===== config.mk =====
export PLATFORM = sky130hd
export DESIGN_NAME = cgp_div_cell
export DESIGN_NICKNAME = d
export VERILOG_FILES = /design/src/cgp_pkg.sv /design/src/cgp_div_cell.sv
export SDC_FILE = /design/constraint.sdc
export NUM_CORES = 1
export LEC_CHECK = 0
export CAP_MARGIN = 30
export CORE_MARGIN = 2
export CORE_UTILIZATION = 38
export CTS_CLUSTER_SIZE = 16
export DETAILED_ROUTE_END_ITERATION = 6
export DONT_BUFFER_PORTS = 1
export GPL_TIMING_DRIVEN = 1
export PLACE_DENSITY = 0.53
export SYNTH_ARGS = -nofsm -noshare
export SYNTH_HDL_FRONTEND = slang
export SYNTH_SLANG_ARGS = --single-unit

===== constraint.sdc =====
create_clock -name clock -period 2.7 [get_ports clock]
set_clock_uncertainty 0.15 [all_clocks]
set_input_delay 0.135 -clock clock [delete_from_list [all_inputs] [get_ports clock]]
set_output_delay 0.135 -clock clock [all_outputs]
set_load 0.05 [all_outputs]

===== src/cgp_pkg.sv =====
// shared types, constants and tables for the conic gradient core
`timescale 1ns / 1ps
`default_nettype none
package cgp_pkg;

   localparam int CORDIC_STEPS = 18;
   localparam int DIV_STEPS    = 8;
   localparam int VEC_W        = 28;
   localparam int ACC_W        = 20;
   localparam int REM_W        = 25;
   localparam int DEN_W        = 17;

   // register indexes on the csr port
   localparam logic [2:0] REG_CENTER_X    = 3'd0;
   localparam logic [2:0] REG_CENTER_Y    = 3'd1;
   localparam logic [2:0] REG_START_ANGLE = 3'd2;
   localparam logic [2:0] REG_SWEEP_ANGLE = 3'd3;
   localparam logic [2:0] REG_START_COLOR = 3'd4;
   localparam logic [2:0] REG_END_COLOR   = 3'd5;

   // atan(2^-i) in 2^-20 turn units
   localparam logic [ACC_W-1:0] ATAN_TABLE [CORDIC_STEPS] = '{
      20'd131072, 20'd77376, 20'd40884, 20'd20753, 20'd10417, 20'd5213,
      20'd2607, 20'd1304, 20'd652, 20'd326, 20'd163, 20'd81,
      20'd41, 20'd20, 20'd10, 20'd5, 20'd3, 20'd1
   };

   typedef struct packed {
      logic                    valid;
      logic                    zero;
      logic signed [VEC_W-1:0] x;
      logic signed [VEC_W-1:0] y;
      logic [ACC_W-1:0]        acc;
   } cordic_stage_type;

   typedef struct packed {
      logic             valid;
      logic             use_div;
      logic [7:0]       alt_w;
      logic [REM_W-1:0] rem;
      logic [DEN_W-1:0] den;
      logic [7:0]       quo;
   } div_stage_type;

endpackage
`default_nettype wire


===== src/cgp_div_cell.sv =====
// one restoring division step, one quotient bit
`timescale 1ns / 1ps
`default_nettype none
module cgp_div_cell #(
   parameter int BIT = 7
) (
   input  wire                     clock,
   input  wire                     reset,
   input  wire                     en,
   input  cgp_pkg::div_stage_type  stage_in,
   output cgp_pkg::div_stage_type  stage_out
);
   cgp_pkg::div_stage_type stage_ff;
   logic [cgp_pkg::REM_W:0] trial;
   logic                    fits;

   assign trial = ({1'b0, 8'b0, stage_in.den} << BIT);
   assign fits  = {1'b0, stage_in.rem} >= trial;

   always_ff @(posedge clock) begin
      if (reset) begin
         stage_ff.valid <= 1'b0;
      end else if (en) begin
         stage_ff.valid <= stage_in.valid;
      end
      if (en) begin
         stage_ff.use_div <= stage_in.use_div;
         stage_ff.alt_w   <= stage_in.alt_w;
         stage_ff.den     <= stage_in.den;
         if (fits) begin
            stage_ff.rem <= cgp_pkg::REM_W'({1'b0, stage_in.rem} - trial);
            stage_ff.quo <= stage_in.quo | (8'd1 << BIT);
         end else begin
            stage_ff.rem <= stage_in.rem;
            stage_ff.quo <= stage_in.quo;
         end
      end
   end

   assign stage_out = stage_ff;
endmodule
`default_nettype wire


Word-level counts from Yosys, hierarchy flattened
Cells that the tools add are included.
Cells by class
  magnitude comparators: 1
  mux-type cells: 1
  add/sub/neg operators: 1
Operator list (number)
  25-bit by 24-bit >= comparator with 1-bit output: 1
  25-bit two-way mux: 1
  25-bit by 24-bit subtractor with 25-bit output: 1
Storage, ports and cells
  logic and storage cells: 10
  flip-flop bits (word level): 60

Logic depth before layout (Yosys ltp)
  depth after elaboration: 2
  gate-level depth with buffers: 10
  gate-level depth less buffers: 9

Worst setup path before layout
Ideal clock, no wire load.
  path kind: input -> register
  start: input port stage_in[32] (netlist name)
  end: register stage_ff (netlist bit stage_out[39]), data pin
  stages: 10
  data required time: 2290 ps
  arrival time: 2205 ps
  path slack: 85 ps
  cell sequence: inv_1 > ha_1 > fa_1 > nand2b_1 > a21oi_1 > or2_2 > a21oi_2 > o31ai_4 > buf_12 > mux2_4
On the way
  longest elaborated chain between the ends: 2
  elaborated cells between the ends (all ways): 3
  classes of those cells: 1 x add/sub; 1 x order compare; 1 x mux
Ends and longest elaborated chain
  from (decl): line cgp_div_cell.sv:10  | input cgp_pkg::div_stage_type stage_in,
  25-bit by 24-bit subtractor with 25-bit output / 25-bit by 24-bit >= comparator with 1-bit output (equally long branches): line cgp_div_cell.sv:31, cgp_div_cell.sv:18
  25-bit two-way mux *: line cgp_div_cell.sv:30  | if (fits) begin
  to (decl): line cgp_div_cell.sv:13  | cgp_pkg::div_stage_type stage_ff;
Mark *: on every way between the ends. The rest lies on a longest branch, timed or not.
A chain may end at the register's enable or synchronous reset.

Worst setup path after layout
  start: input port stage_in[32] (netlist name)
  end: register stage_ff (netlist bit stage_out[32]), data pin
The elaborated chain is that of the path after synthesis.

==> metrics.md <==
| Metric | Value |
|---|---|
| Post-synth top area cell | `edfxtp_1` |
| Die area | `a little over 0.009 sq mm` |
| Worst hold slack | `0.0183 ns` |
| Clk slew on worst S/H paths | `around 0.070 ns` |
| GPL Wtd Cong | `0.823` |
| IO buf count | `0` |
| Synth top cells by count | `edfxtp_1 (59), inv_1 (23), a21oi_1 (19), ha_1 (17), o21ai_0 (13)` |
| Hold depth | `2` |
| Routed wire length | `around 7600 microns` |
| TritonCTS Buffers | `9` |
| Num rows | `33` |
| # resized after CTS | `0` |
| Clock Path Buffers | `2` |
| Ys flop type | `edfxtp_1` |
| Clock Latency Late Sink | `0.34 ns` |
| Synth Warn # | `0` |
| First-pass GRT wire length | `about 11000 microns` |
| Avg WL per Cell | `between 15 and 20 microns` |
| Peak supply drop | `between 200 and 300 uV` |
| Final Max Slew Viols | `0` |
| Area grow syn2layout | `31.5%` |
| Initial DRC Count | `between 90 and 100` |
| Syn Area/Cell | `about 13 sq um` |
| TritonRoute pass-1 iters | `4` |
| CTS root buf | `clkbuf_8` |
| Hold EP | `stage_out[33]` |
| Final Cycle Share | `0.960` |
| Largest register FFs | `60` |
| Syn_nets | `between 300 and 400` |
| Max-Cap Viols | `0` |
| Final worst slack | `~0.11 ns` |
| TNS Setup | `0 ns` |
| Share of the synthesized area in the top cell type | `0.560` |
| Die Height | `between 90 and 100 microns` |
| Power per Cell Area | `674 mW/mm^2` |
| Leakage power | `1.62 nW` |
| Count of final setup violators | `0` |
| Initial core utilization | `0.389` |
| Dominant cells by area after synthesis | `edfxtp_1 (56%), ha_1 (6.7%), mux2_4 (4.3%)` |
| Hold Startpoint | `stage_in[9]` |
| Antenna Nets Post-Route | `0` |
| DRC viols | `0` |
| Register-to-Register Setup Slack | `approximately 1.1 ns` |
| Count of state elements after synthesis | `60` |
| Critical path class | `in2reg` |
| Final Net Count | `401` |
| Vias | `between 2000 and 2500` |
| RSZ-0062 raised after global routing | `no` |
| ANT cells | `0` |
| Antenna violations before repair | `0` |
| Fillers | `703` |
| Sequential cell area | `about 0.0018 sq mm` |
| CP Launch Type | `input port` |
| Ports | `around 120` |
| Residual overflow from global routing | `0` |
| CTS HTree Levels | `3` |
| TritonCTS clock tree | `built` |
| Critical R2R Launch | `stage_out[59]` |
| Layout cells sized above 1 | `0.148` |
| Post-Syn Instances | `243` |
| Worst reg-to-reg path cell count | `3` |
| Period minus WS final | `2.59 ns` |
| Fin. Hold Viols | `0` |
| Pin count of the biggest net entering global routing | `60` |
| Synth unique cells | `56` |
| CTS sink cnt | `60` |
| Most frequent cell after synthesis | `edfxtp_1` |
| Gr usage total | `0.167` |
| Worst path arrival time | `approximately 2.5 ns` |
| Highest clock rate | `386 MHz` |
| Worst relative slew slack | `0.663` |
| Worst slew pin tran | `roughly 0.50 ns` |
| Sequential area share after synthesis | `0.566` |
| Synthesized area | `approximately 0.0032 sq mm` |
| Worst Setup End Kind | `flop` |
| Via-to-Cell Ratio | `approximately 5.1` |
| Async SR Flop Fraction | `0` |
| DPL Wire Length | `a little under 5000 microns` |
| Multi-input gate area | `approximately 0.0012 sq mm` |
| Total core area | `0.00813 sq mm` |
| Setup WS pre-CTS | `about 0.046 ns` |
| Hold Crit Class | `in2reg` |
| Critical Path Fanout Max | `4` |
| EDFF count, synth | `59` |
| Worst endpoint required time | `roughly 2.6 ns` |
| Outcome | `finished, final reports clean` |
| Reg-to-reg endpoint | `stage_out[59]` |
| Die span in x | `95.3 microns` |
| Vias in the first global route | `~2200` |
[worst max path at each step]
| stage | from | end | slack [ns] | depth (start not counted) |
|---|---|---|---|---|
| finish | stage_in[32] | stage_out[32] | 0.11 | 10 |
| global route | stage_in[32] | stage_out[32] | 0.00007 | 10 |
| CTS | stage_in[32] | stage_out[32] | 0.17 | 10 |
| detailed placement | stage_in[32] | stage_out[42] | 0.05 | 10 |
| global placement | stage_in[9] | stage_out[45] | 0.10 | 9 |
| floorplan | stage_in[32] | stage_out[39] | 0.08 | 10 |
[cell usage in the layout (no fill, tap or decap), types with 3 or more instances in the layout]
cell type	Yosys	routed
o21ai_0	13	13
mux2_4	9	9
clkbuf_8	0	11
a21oi_1	19	19
mux2_2	5	5
xnor2_1	8	8
mux2i_1	3	3
dlygate4sd3_1	0	62
inv_1	23	23
edfxtp_1	59	59
nand2_1	12	12
nor2_1	8	8
o211ai_1	3	3
xor2_1	4	4
nand2b_1	5	5
ha_1	17	17
a211oi_1	3	3
buf_4	1	8
nor3_1	3	3
[critical path, cell delays in order]
cell	delay, ns
inv_1	0.03
ha_1	0.20
fa_1	0.40
nand2b_1	0.18
a21oi_1	0.19
or2_2	0.18
a21oi_2	0.09
o31a_2	0.41
mux2i_1	0.15
dlygate4sd3_1	0.57
[through the flow]
step | power [mW] | util | area (sq um) | cells
2_1_floorplan | 1.81 | - | 3160 | 243
3_3_place_gp | 1.89 | 0.407 | 3310 | 351
3_5_place_dp | 1.89 | 0.407 | 3310 | 351
4_1_cts | 2.83 | 0.511 | 4160 | 430
5_1_grt | 2.92 | 0.511 | 4160 | 430
6_report | 2.81 | 0.511 | 4160 | 430
[logic make-up after synthesis]
| kind of cell | after synthesis | share of synthesized area |
|---|---|---|
| AO/OA/AOI/OAI | 62 | 0.136 |
| flip-flops | 60 | 0.566 |
| AND/OR/NAND/NOR | 46 | 0.0787 |
| buffers and inverters | 28 | 0.0423 |
| adder cells (fa/ha/maj) | 18 | 0.0735 |
| multiplexers | 17 | 0.0700 |
| XOR/XNOR | 12 | 0.0332 |
[final cells by class]
type / count / area share
well taps: 105 / 0.0316
flip-flops and latches: 60 / 0.431
inverters: 23 / 0.0208
clock inverters: 3 / 0.0108
repair buffers: 71 / 0.170
clock buffers: 13 / 0.0382
multi-input cells: 155 / 0.298
[routing by layer]
metal	vias to the layer above	track usage	share of wire
li1	1073	-	-
met1	1034	0.194	0.44
met2	92	0.289	0.48
met3	8	0.0530	0.067
met4	0	0.0616	0.012
met5	-	0	0
[timing repair]
action,in CTS,in global routing
endpoints found under the hold margin,119,0
buffers inserted,0,0
hold buffers,63,0
[report_power, final]
group	total (mW)	internal, mW	switching (mW)
Combinational	0.454	0.244	0.210
Clock	0.841	0.478	0.363
Sequential	1.51	1.15	0.363
(Power assumes the default switching activity.)
