$ cat config.mk
export PLATFORM = sky130hd
export DESIGN_NAME = cgp_cordic_cell
export DESIGN_NICKNAME = d
export VERILOG_FILES = /design/src/cgp_pkg.sv /design/src/cgp_cordic_cell.sv
export SDC_FILE = /design/constraint.sdc
export NUM_CORES = 1
export LEC_CHECK = 0
export ABC_AREA = 1
export BUFFER_PORTS_ARGS = -buffer_cell sky130_fd_sc_hd__buf_2
export CORE_MARGIN = 10
export CORE_UTILIZATION = 45
export DETAILED_ROUTE_END_ITERATION = 7
export PLACE_DENSITY = 0.65
export SLEW_MARGIN = 0
export SYNTH_ARGS = -nofsm -noshare
export SYNTH_HDL_FRONTEND = slang
export SYNTH_SLANG_ARGS = --single-unit
$ cat constraint.sdc
create_clock -name clock -period 3 [get_ports clock]
set_input_delay 0.15 -clock clock [delete_from_list [all_inputs] [get_ports clock]]
set_output_delay 0.15 -clock clock [all_outputs]
set_load 0.02 [all_outputs]
$ cat src/cgp_pkg.sv
// shared types, constants and tables for the conic gradient core
`timescale 1ns / 1ps
`default_nettype none
package cgp_pkg;

   localparam int CORDIC_STEPS = 18;
   localparam int DIV_STEPS    = 8;
   localparam int VEC_W        = 28;
   localparam int ACC_W        = 20;
   localparam int REM_W        = 25;
   localparam int DEN_W        = 17;

   // register indexes on the csr port
   localparam logic [2:0] REG_CENTER_X    = 3'd0;
   localparam logic [2:0] REG_CENTER_Y    = 3'd1;
   localparam logic [2:0] REG_START_ANGLE = 3'd2;
   localparam logic [2:0] REG_SWEEP_ANGLE = 3'd3;
   localparam logic [2:0] REG_START_COLOR = 3'd4;
   localparam logic [2:0] REG_END_COLOR   = 3'd5;

   // atan(2^-i) in 2^-20 turn units
   localparam logic [ACC_W-1:0] ATAN_TABLE [CORDIC_STEPS] = '{
      20'd131072, 20'd77376, 20'd40884, 20'd20753, 20'd10417, 20'd5213,
      20'd2607, 20'd1304, 20'd652, 20'd326, 20'd163, 20'd81,
      20'd41, 20'd20, 20'd10, 20'd5, 20'd3, 20'd1
   };

   typedef struct packed {
      logic                    valid;
      logic                    zero;
      logic signed [VEC_W-1:0] x;
      logic signed [VEC_W-1:0] y;
      logic [ACC_W-1:0]        acc;
   } cordic_stage_type;

   typedef struct packed {
      logic             valid;
      logic             use_div;
      logic [7:0]       alt_w;
      logic [REM_W-1:0] rem;
      logic [DEN_W-1:0] den;
      logic [7:0]       quo;
   } div_stage_type;

endpackage
`default_nettype wire

$ cat src/cgp_cordic_cell.sv
// one vectoring cordic step with its own stage register
`timescale 1ns / 1ps
`default_nettype none
module cgp_cordic_cell #(
   parameter int STEP = 0
) (
   input  wire                        clock,
   input  wire                        reset,
   input  wire                        en,
   input  cgp_pkg::cordic_stage_type  stage_in,
   output cgp_pkg::cordic_stage_type  stage_out
);
   cgp_pkg::cordic_stage_type stage_ff;
   logic signed [cgp_pkg::VEC_W-1:0] xs;
   logic signed [cgp_pkg::VEC_W-1:0] ys;
   logic                             y_pos;

   assign xs    = stage_in.x >>> STEP;
   assign ys    = stage_in.y >>> STEP;
   assign y_pos = !stage_in.y[cgp_pkg::VEC_W-1] && (stage_in.y != '0);

   always_ff @(posedge clock) begin
      if (reset) begin
         stage_ff.valid <= 1'b0;
      end else if (en) begin
         stage_ff.valid <= stage_in.valid;
      end
      if (en) begin
         stage_ff.zero <= stage_in.zero;
         if (y_pos) begin
            stage_ff.x   <= stage_in.x + ys;
            stage_ff.y   <= stage_in.y - xs;
            stage_ff.acc <= stage_in.acc + cgp_pkg::ATAN_TABLE[STEP];
         end else begin
            stage_ff.x   <= stage_in.x - ys;
            stage_ff.y   <= stage_in.y + xs;
            stage_ff.acc <= stage_in.acc - cgp_pkg::ATAN_TABLE[STEP];
         end
      end
   end

   assign stage_out = stage_ff;
endmodule
`default_nettype wire

# ---- Yosys cells after proc, flatten, opt, wreduce, memory -nomap -nowiden
# Index checks and enable logic that the tools add are counted.
dict set report totals {
  output_inout_bits 78
  latchBits 0
  romBits 0
  ramBits 0
  mem_count 0
  reg_bits 78
  elab_cells 14
}
dict set report classes {
  addsub 5
  n_eq_ne 0
  muxes 1
  bitwise_logic 0
  n_shift 0
  mul 0
  n_lt_le_gt_ge 0
  div_mod_pow 0
  n_reduce_logical 3
}
# op n
set op_table {}
lappend op_table {{76-bit 2-to-1 mux} 1}
lappend op_table {{28-bit subtractor} 2}
lappend op_table {{28-bit adder} 1}
lappend op_table {{28-bit nonzero test} 1}
lappend op_table {{20-bit by 18-bit adder with 20-bit output, second input constant} 1}
lappend op_table {{20-bit by 18-bit subtractor with 20-bit output, second input constant} 1}
lappend op_table {{1-bit logical AND} 1}
lappend op_table {{1-bit zero test} 1}

# ---- Longest topological paths before layout
dict set report depth {
  word_depth 3
  depth_mapped 16
  ltp_nobuf 15
}

# ---- Worst setup path before layout
# No wires, ideal clock.
dict set report synth_path {
  path_kind {in2reg}
  start {input port stage_in[21] in the netlist's numbering}
  end {register stage_ff, in the netlist stage_out[19] (data pin)}
  setup_time_ns 0.261
  setup_slack_ns 1.084
  arrival_ns 1.655
  stages 10
  cell_sequence {inv_1 > nand4_1 > nor3_1 > nand3_1 > nand2_1 > inv_2 > clkbuf_1 > fa_1 > xnor2_1 > xor2_1}
}
dict set report synth_via {
  elab_chain_cells 3
}
# element line
set synth_lines {}
lappend synth_lines {{from (decl)} cgp_cordic_cell.sv:10} ;# input cgp_pkg::cordic_stage_type stage_in,
lappend synth_lines {{28-bit nonzero test} cgp_cordic_cell.sv:20} ;# assign y_pos = !stage_in.y[cgp_pkg::VEC_W-1] && (stage_in.y != '0);
lappend synth_lines {{1-bit logical AND} cgp_cordic_cell.sv:20}
lappend synth_lines {{76-bit 2-to-1 mux} cgp_cordic_cell.sv:30} ;# if (y_pos) begin
lappend synth_lines {{to (decl)} cgp_cordic_cell.sv:13} ;# cgp_pkg::cordic_stage_type stage_ff;
# Every way passes these cells.
# A chain may end at the register's enable or synchronous reset.

# ---- Worst setup path after layout
dict set report layout_path {
  start {input port stage_in[21] in the netlist's numbering}
  end {register stage_ff, in the netlist stage_out[54] (data pin)}
}
dict set report layout_via {
  elab_chain_cells 3
  elab_cells_between_ends 5
  cone_classes {add/sub: 2; mux: 1; reduce/logical: 2}
}
# element line
set layout_lines {}
lappend layout_lines {{parallel branches: the longest is 2 deep, another holds 28-bit subtractor} -}
lappend layout_lines {{76-bit 2-to-1 mux *} cgp_cordic_cell.sv:30}
# Every way passes the cells marked *.

==> impl_metrics.py <==
metrics = {
    "outcome": {
        "outcome": "finished, final reports clean",
    },
    "logic_synthesis": {
        "syn_area_mm2": 0.00902,
        "synth_cell_type_count": 38,
        "synth_fp_nets": 1579,
        "synth_warnings": 0,
        "syn_area_per_cell_um2": 6.39,
        "synth_seq_cells": 77,
        "synthCells": 1413,
        "ys_seq_area_frac": 0.255,
    },
    "timing": {
        "fmax_mhz": 446,
        "rsz0062_at_grt": "no",
        "finClkSkew_ns": 0,
        "slew_headroom": 0.578,
        "setup_violations": 0,
        "worst_pin_slew_ns": 0.627,
        "layout_min_cycle_time_ns": 2.24,
        "hold_violations": 0,
        "final_max_slew_viol_count": 0,
        "post-route-period-util": 0.747,
        "finalSetupTns_ns": 0,
    },
    "clock_network": {
        "post_cts_resized": 0,
        "clock-sinks": 77,
        "cts_max_level": 3,
        "clock_latency_ns": 0.34,
        "root_buffer": "clkbuf_16",
        "cts_buffers": 9,
        "clockBufferDepth": 2,
        "cts.clk_slew.worst_paths_ns": 0.06,
        "cts_tree": "done",
    },
    "pwr": {
        "powerDensity_mw_per_mm2": 419,
        "power.leakage_nw": 5.75,
        "max-vdd-ir-drop_mv": 0.255,
        "seqPwrFrac": 0.318,
        "power_mw": 4.37,
        "p_switching_mw": 1.73,
        "p_clk_frac": 0.272,
        "internal_power_mw": 2.64,
        "swShare": 0.396,
        "p_comb_frac": 0.410,
    },
    "setup_path": {
        "worstSetupPathType": "in -> reg",
        "endpoint": "stage_out[54]",
        "worst_r2r_path_depth": 2,
        "reg2reg_from": "stage_out[77]",
        "start_kind": "primary input",
        "crit_path_end_kind": "register",
        "crit-reg2reg-capture": "stage_out[77]",
        "rrSetupSlack_ns": 2.41,
        "startpoint": "stage_in[21]",
        "cp.required_ns": 3.02,
        "crit_path_max_fanout": 55,
        "worstPathArrival_ns": 2.27,
    },
    "drt": {
        "drt_wl_total_um": 30200,
        "drc": 0,
        "drt_iter0_drc": 829,
        "vias_per_cell": 5.09,
        "highest_layer": "met4",
        "wl_per_cell_um": 16.4,
        "route.met2.wl_um": 12500,
        "wl_met1_um": 14100,
        "num_vias": 9350,
        "met3_length_um": 2590,
        "dr.pass1.iters": 6,
        "ant_nets": 0,
    },
    "floorplan": {
        "die_area_mm2": 0.0261,
        "coreArea_mm2": 0.0196,
        "fp.dieW_um": 162,
        "die_y_um": 162,
        "rows": 51,
        "io-pin-count": 159,
        "initial_utilization": 0.461,
    },
    "layout": {
        "drive_gt1_frac": 0.148,
        "syn_to_final_growth_pct": 15.5,
        "final_nets": 1734,
        "largest_reg_flops": 77,
        "num-fill-cells": 2068,
        "n_antenna_cell": 0,
    },
    "global_routing": {
        "grt_pass1_vias": 8733,
        "grt_max_degree": 56,
        "grt_pass1_wl_um": 46700,
        "grtUsageTotal": 0.225,
        "antenna_found_initial": 0,
        "overflow": 0,
    },
    "min_path": {
        "hold_path_class": "in -> reg",
    },
    "flow_run": {
        "drv_cap": 0,
    },
    "placed_design": {
        "hpwl_um": 25200,
        "gp_congestion": 1.04,
        "portBuffers": 158,
    },
}
cell usage in the layout (no fill, tap or decap), types with 2 or more instances in the layout:
cell type,Yosys,routed
o21ai_1,6,6
nand3_2,9,9
clkbuf_1,3,2
nor2_1,96,96
nor2_4,4,4
inv_2,8,8
o21ai_0,37,37
nor2_2,10,10
dlygate4sd3_1,0,19
edfxtp_1,76,76
xnor2_1,2,2
a21oi_1,58,58
o21bai_1,13,13
xor2_1,23,23
buf_4,12,3
nor3_1,3,3
o21bai_2,2,2
ha_1,81,81
inv_1,267,267
nand2_4,2,2
a31oi_1,2,2
nand3_1,129,129
a21oi_2,7,7
fa_1,4,4
clkinv_1,2,2
nand3b_1,2,2
clkinvlp_4,0,2
bufinv_16,0,2
buf_2,11,157
clkbuf_16,0,9
nand2_2,12,13
nand2_1,484,483
nand4_1,30,30
how the worst min path moves through the flow:
stage | cells after the start | slack, ns | end | start
global placement | 2 | 0.31 | stage_out[77] | reset
global route | 3 | 0.09 | stage_out[77] | stage_in[77]
CTS | 3 | 0.07 | stage_out[77] | stage_in[77]
floorplan | 1 | 0.22 | stage_out[77] | reset
detailed placement | 2 | 0.32 | stage_out[77] | reset
finish | 3 | 0.07 | stage_out[77] | stage_in[77]
metrics by stage:
stage	hold WS (ns)	utilization	instances	instance area [um^2]	setup WS (ns)
detailed placement	0.317	0.506	1803	9920	0.464
CTS	0.0666	0.532	1838	10400	0.815
floorplan	0.222	-	1413	9020	1.08
finish	0.0663	0.532	1838	10400	0.759
global placement	0.312	0.506	1803	9920	0.470
global route	0.0894	0.532	1838	10400	0.604
per-layer routing:
metal,vias up,track usage
met5,-,0
met4,0,0.0844
met3,45,0.0463
met2,411,0.337
met1,4181,0.311
li1,4713,-
final cells by class:
class                           instances  area [um^2]  area share
Clock buffer                           11          233      0.0223
Multi-Input combinational cell       1023         5420       0.520
Tap cell                              265          332      0.0318
Clock inverter                          5         83.8     0.00804
Timing Repair Buffer                  180         1020      0.0977
Inverter                              277         1040      0.0997
Sequential cell                        77         2300       0.221
cells in the mapped netlist (all sizes together):
master,n,area share
and2,1,0.00097
ha,81,0.11
xor2,23,0.022
buf,33,0.029
o21ai,43,0.024
clkbuf,3,0.0012
fa,4,0.0089
a31oi,2,0.0014
o21a,1,0.00083
clkinv,2,0.00083
a21oi,66,0.041
edfxtp,76,0.25
o21bai,15,0.013
inv,275,0.11
dfxtp,1,0.0022
nand3,138,0.082
xnor2,2,0.0019
nor3,4,0.0028
o22ai,1,0.00069
nor4,1,0.00069
nor2,110,0.052
nand2,498,0.21
nand4,30,0.021
nand3b,2,0.0017
mux2i,1,0.0011
what timing repair did:
item | in CTS | in global routing
buffers inserted | 0 | 0
endpoints found under the hold margin | 19 | 0
hold buffers | 19 | 0
power groups by stage:
stage / clock network (mW) / registers (mW) / logic [mW]
final: 1.19 / 1.39 / 1.79
after global routing: 1.25 / 1.40 / 1.98
after CTS: 1.21 / 1.39 / 1.77
after detailed placement: 0 / 1.41 / 1.74
after global placement: 0 / 1.41 / 1.73
after floorplan: 0 / 1.59 / 1.02
worst max-delay path, stage by stage:
cell and delay, ns:
buf_2 0.13, inv_1 0.22, nand4_1 0.19, nor3_1 0.31
nand3_1 0.25, nand2_2 0.13, buf_4 0.54, o21ai_0 0.32
cell families after synthesis:
logic type	share of synthesized area
flops	0.255
fa+ha+maj	0.121
buf+inv	0.145
simple gates	0.372
mux	0.00111
compound gates	0.0808
xor+xnor	0.0243
(Power assumes the default switching activity.)
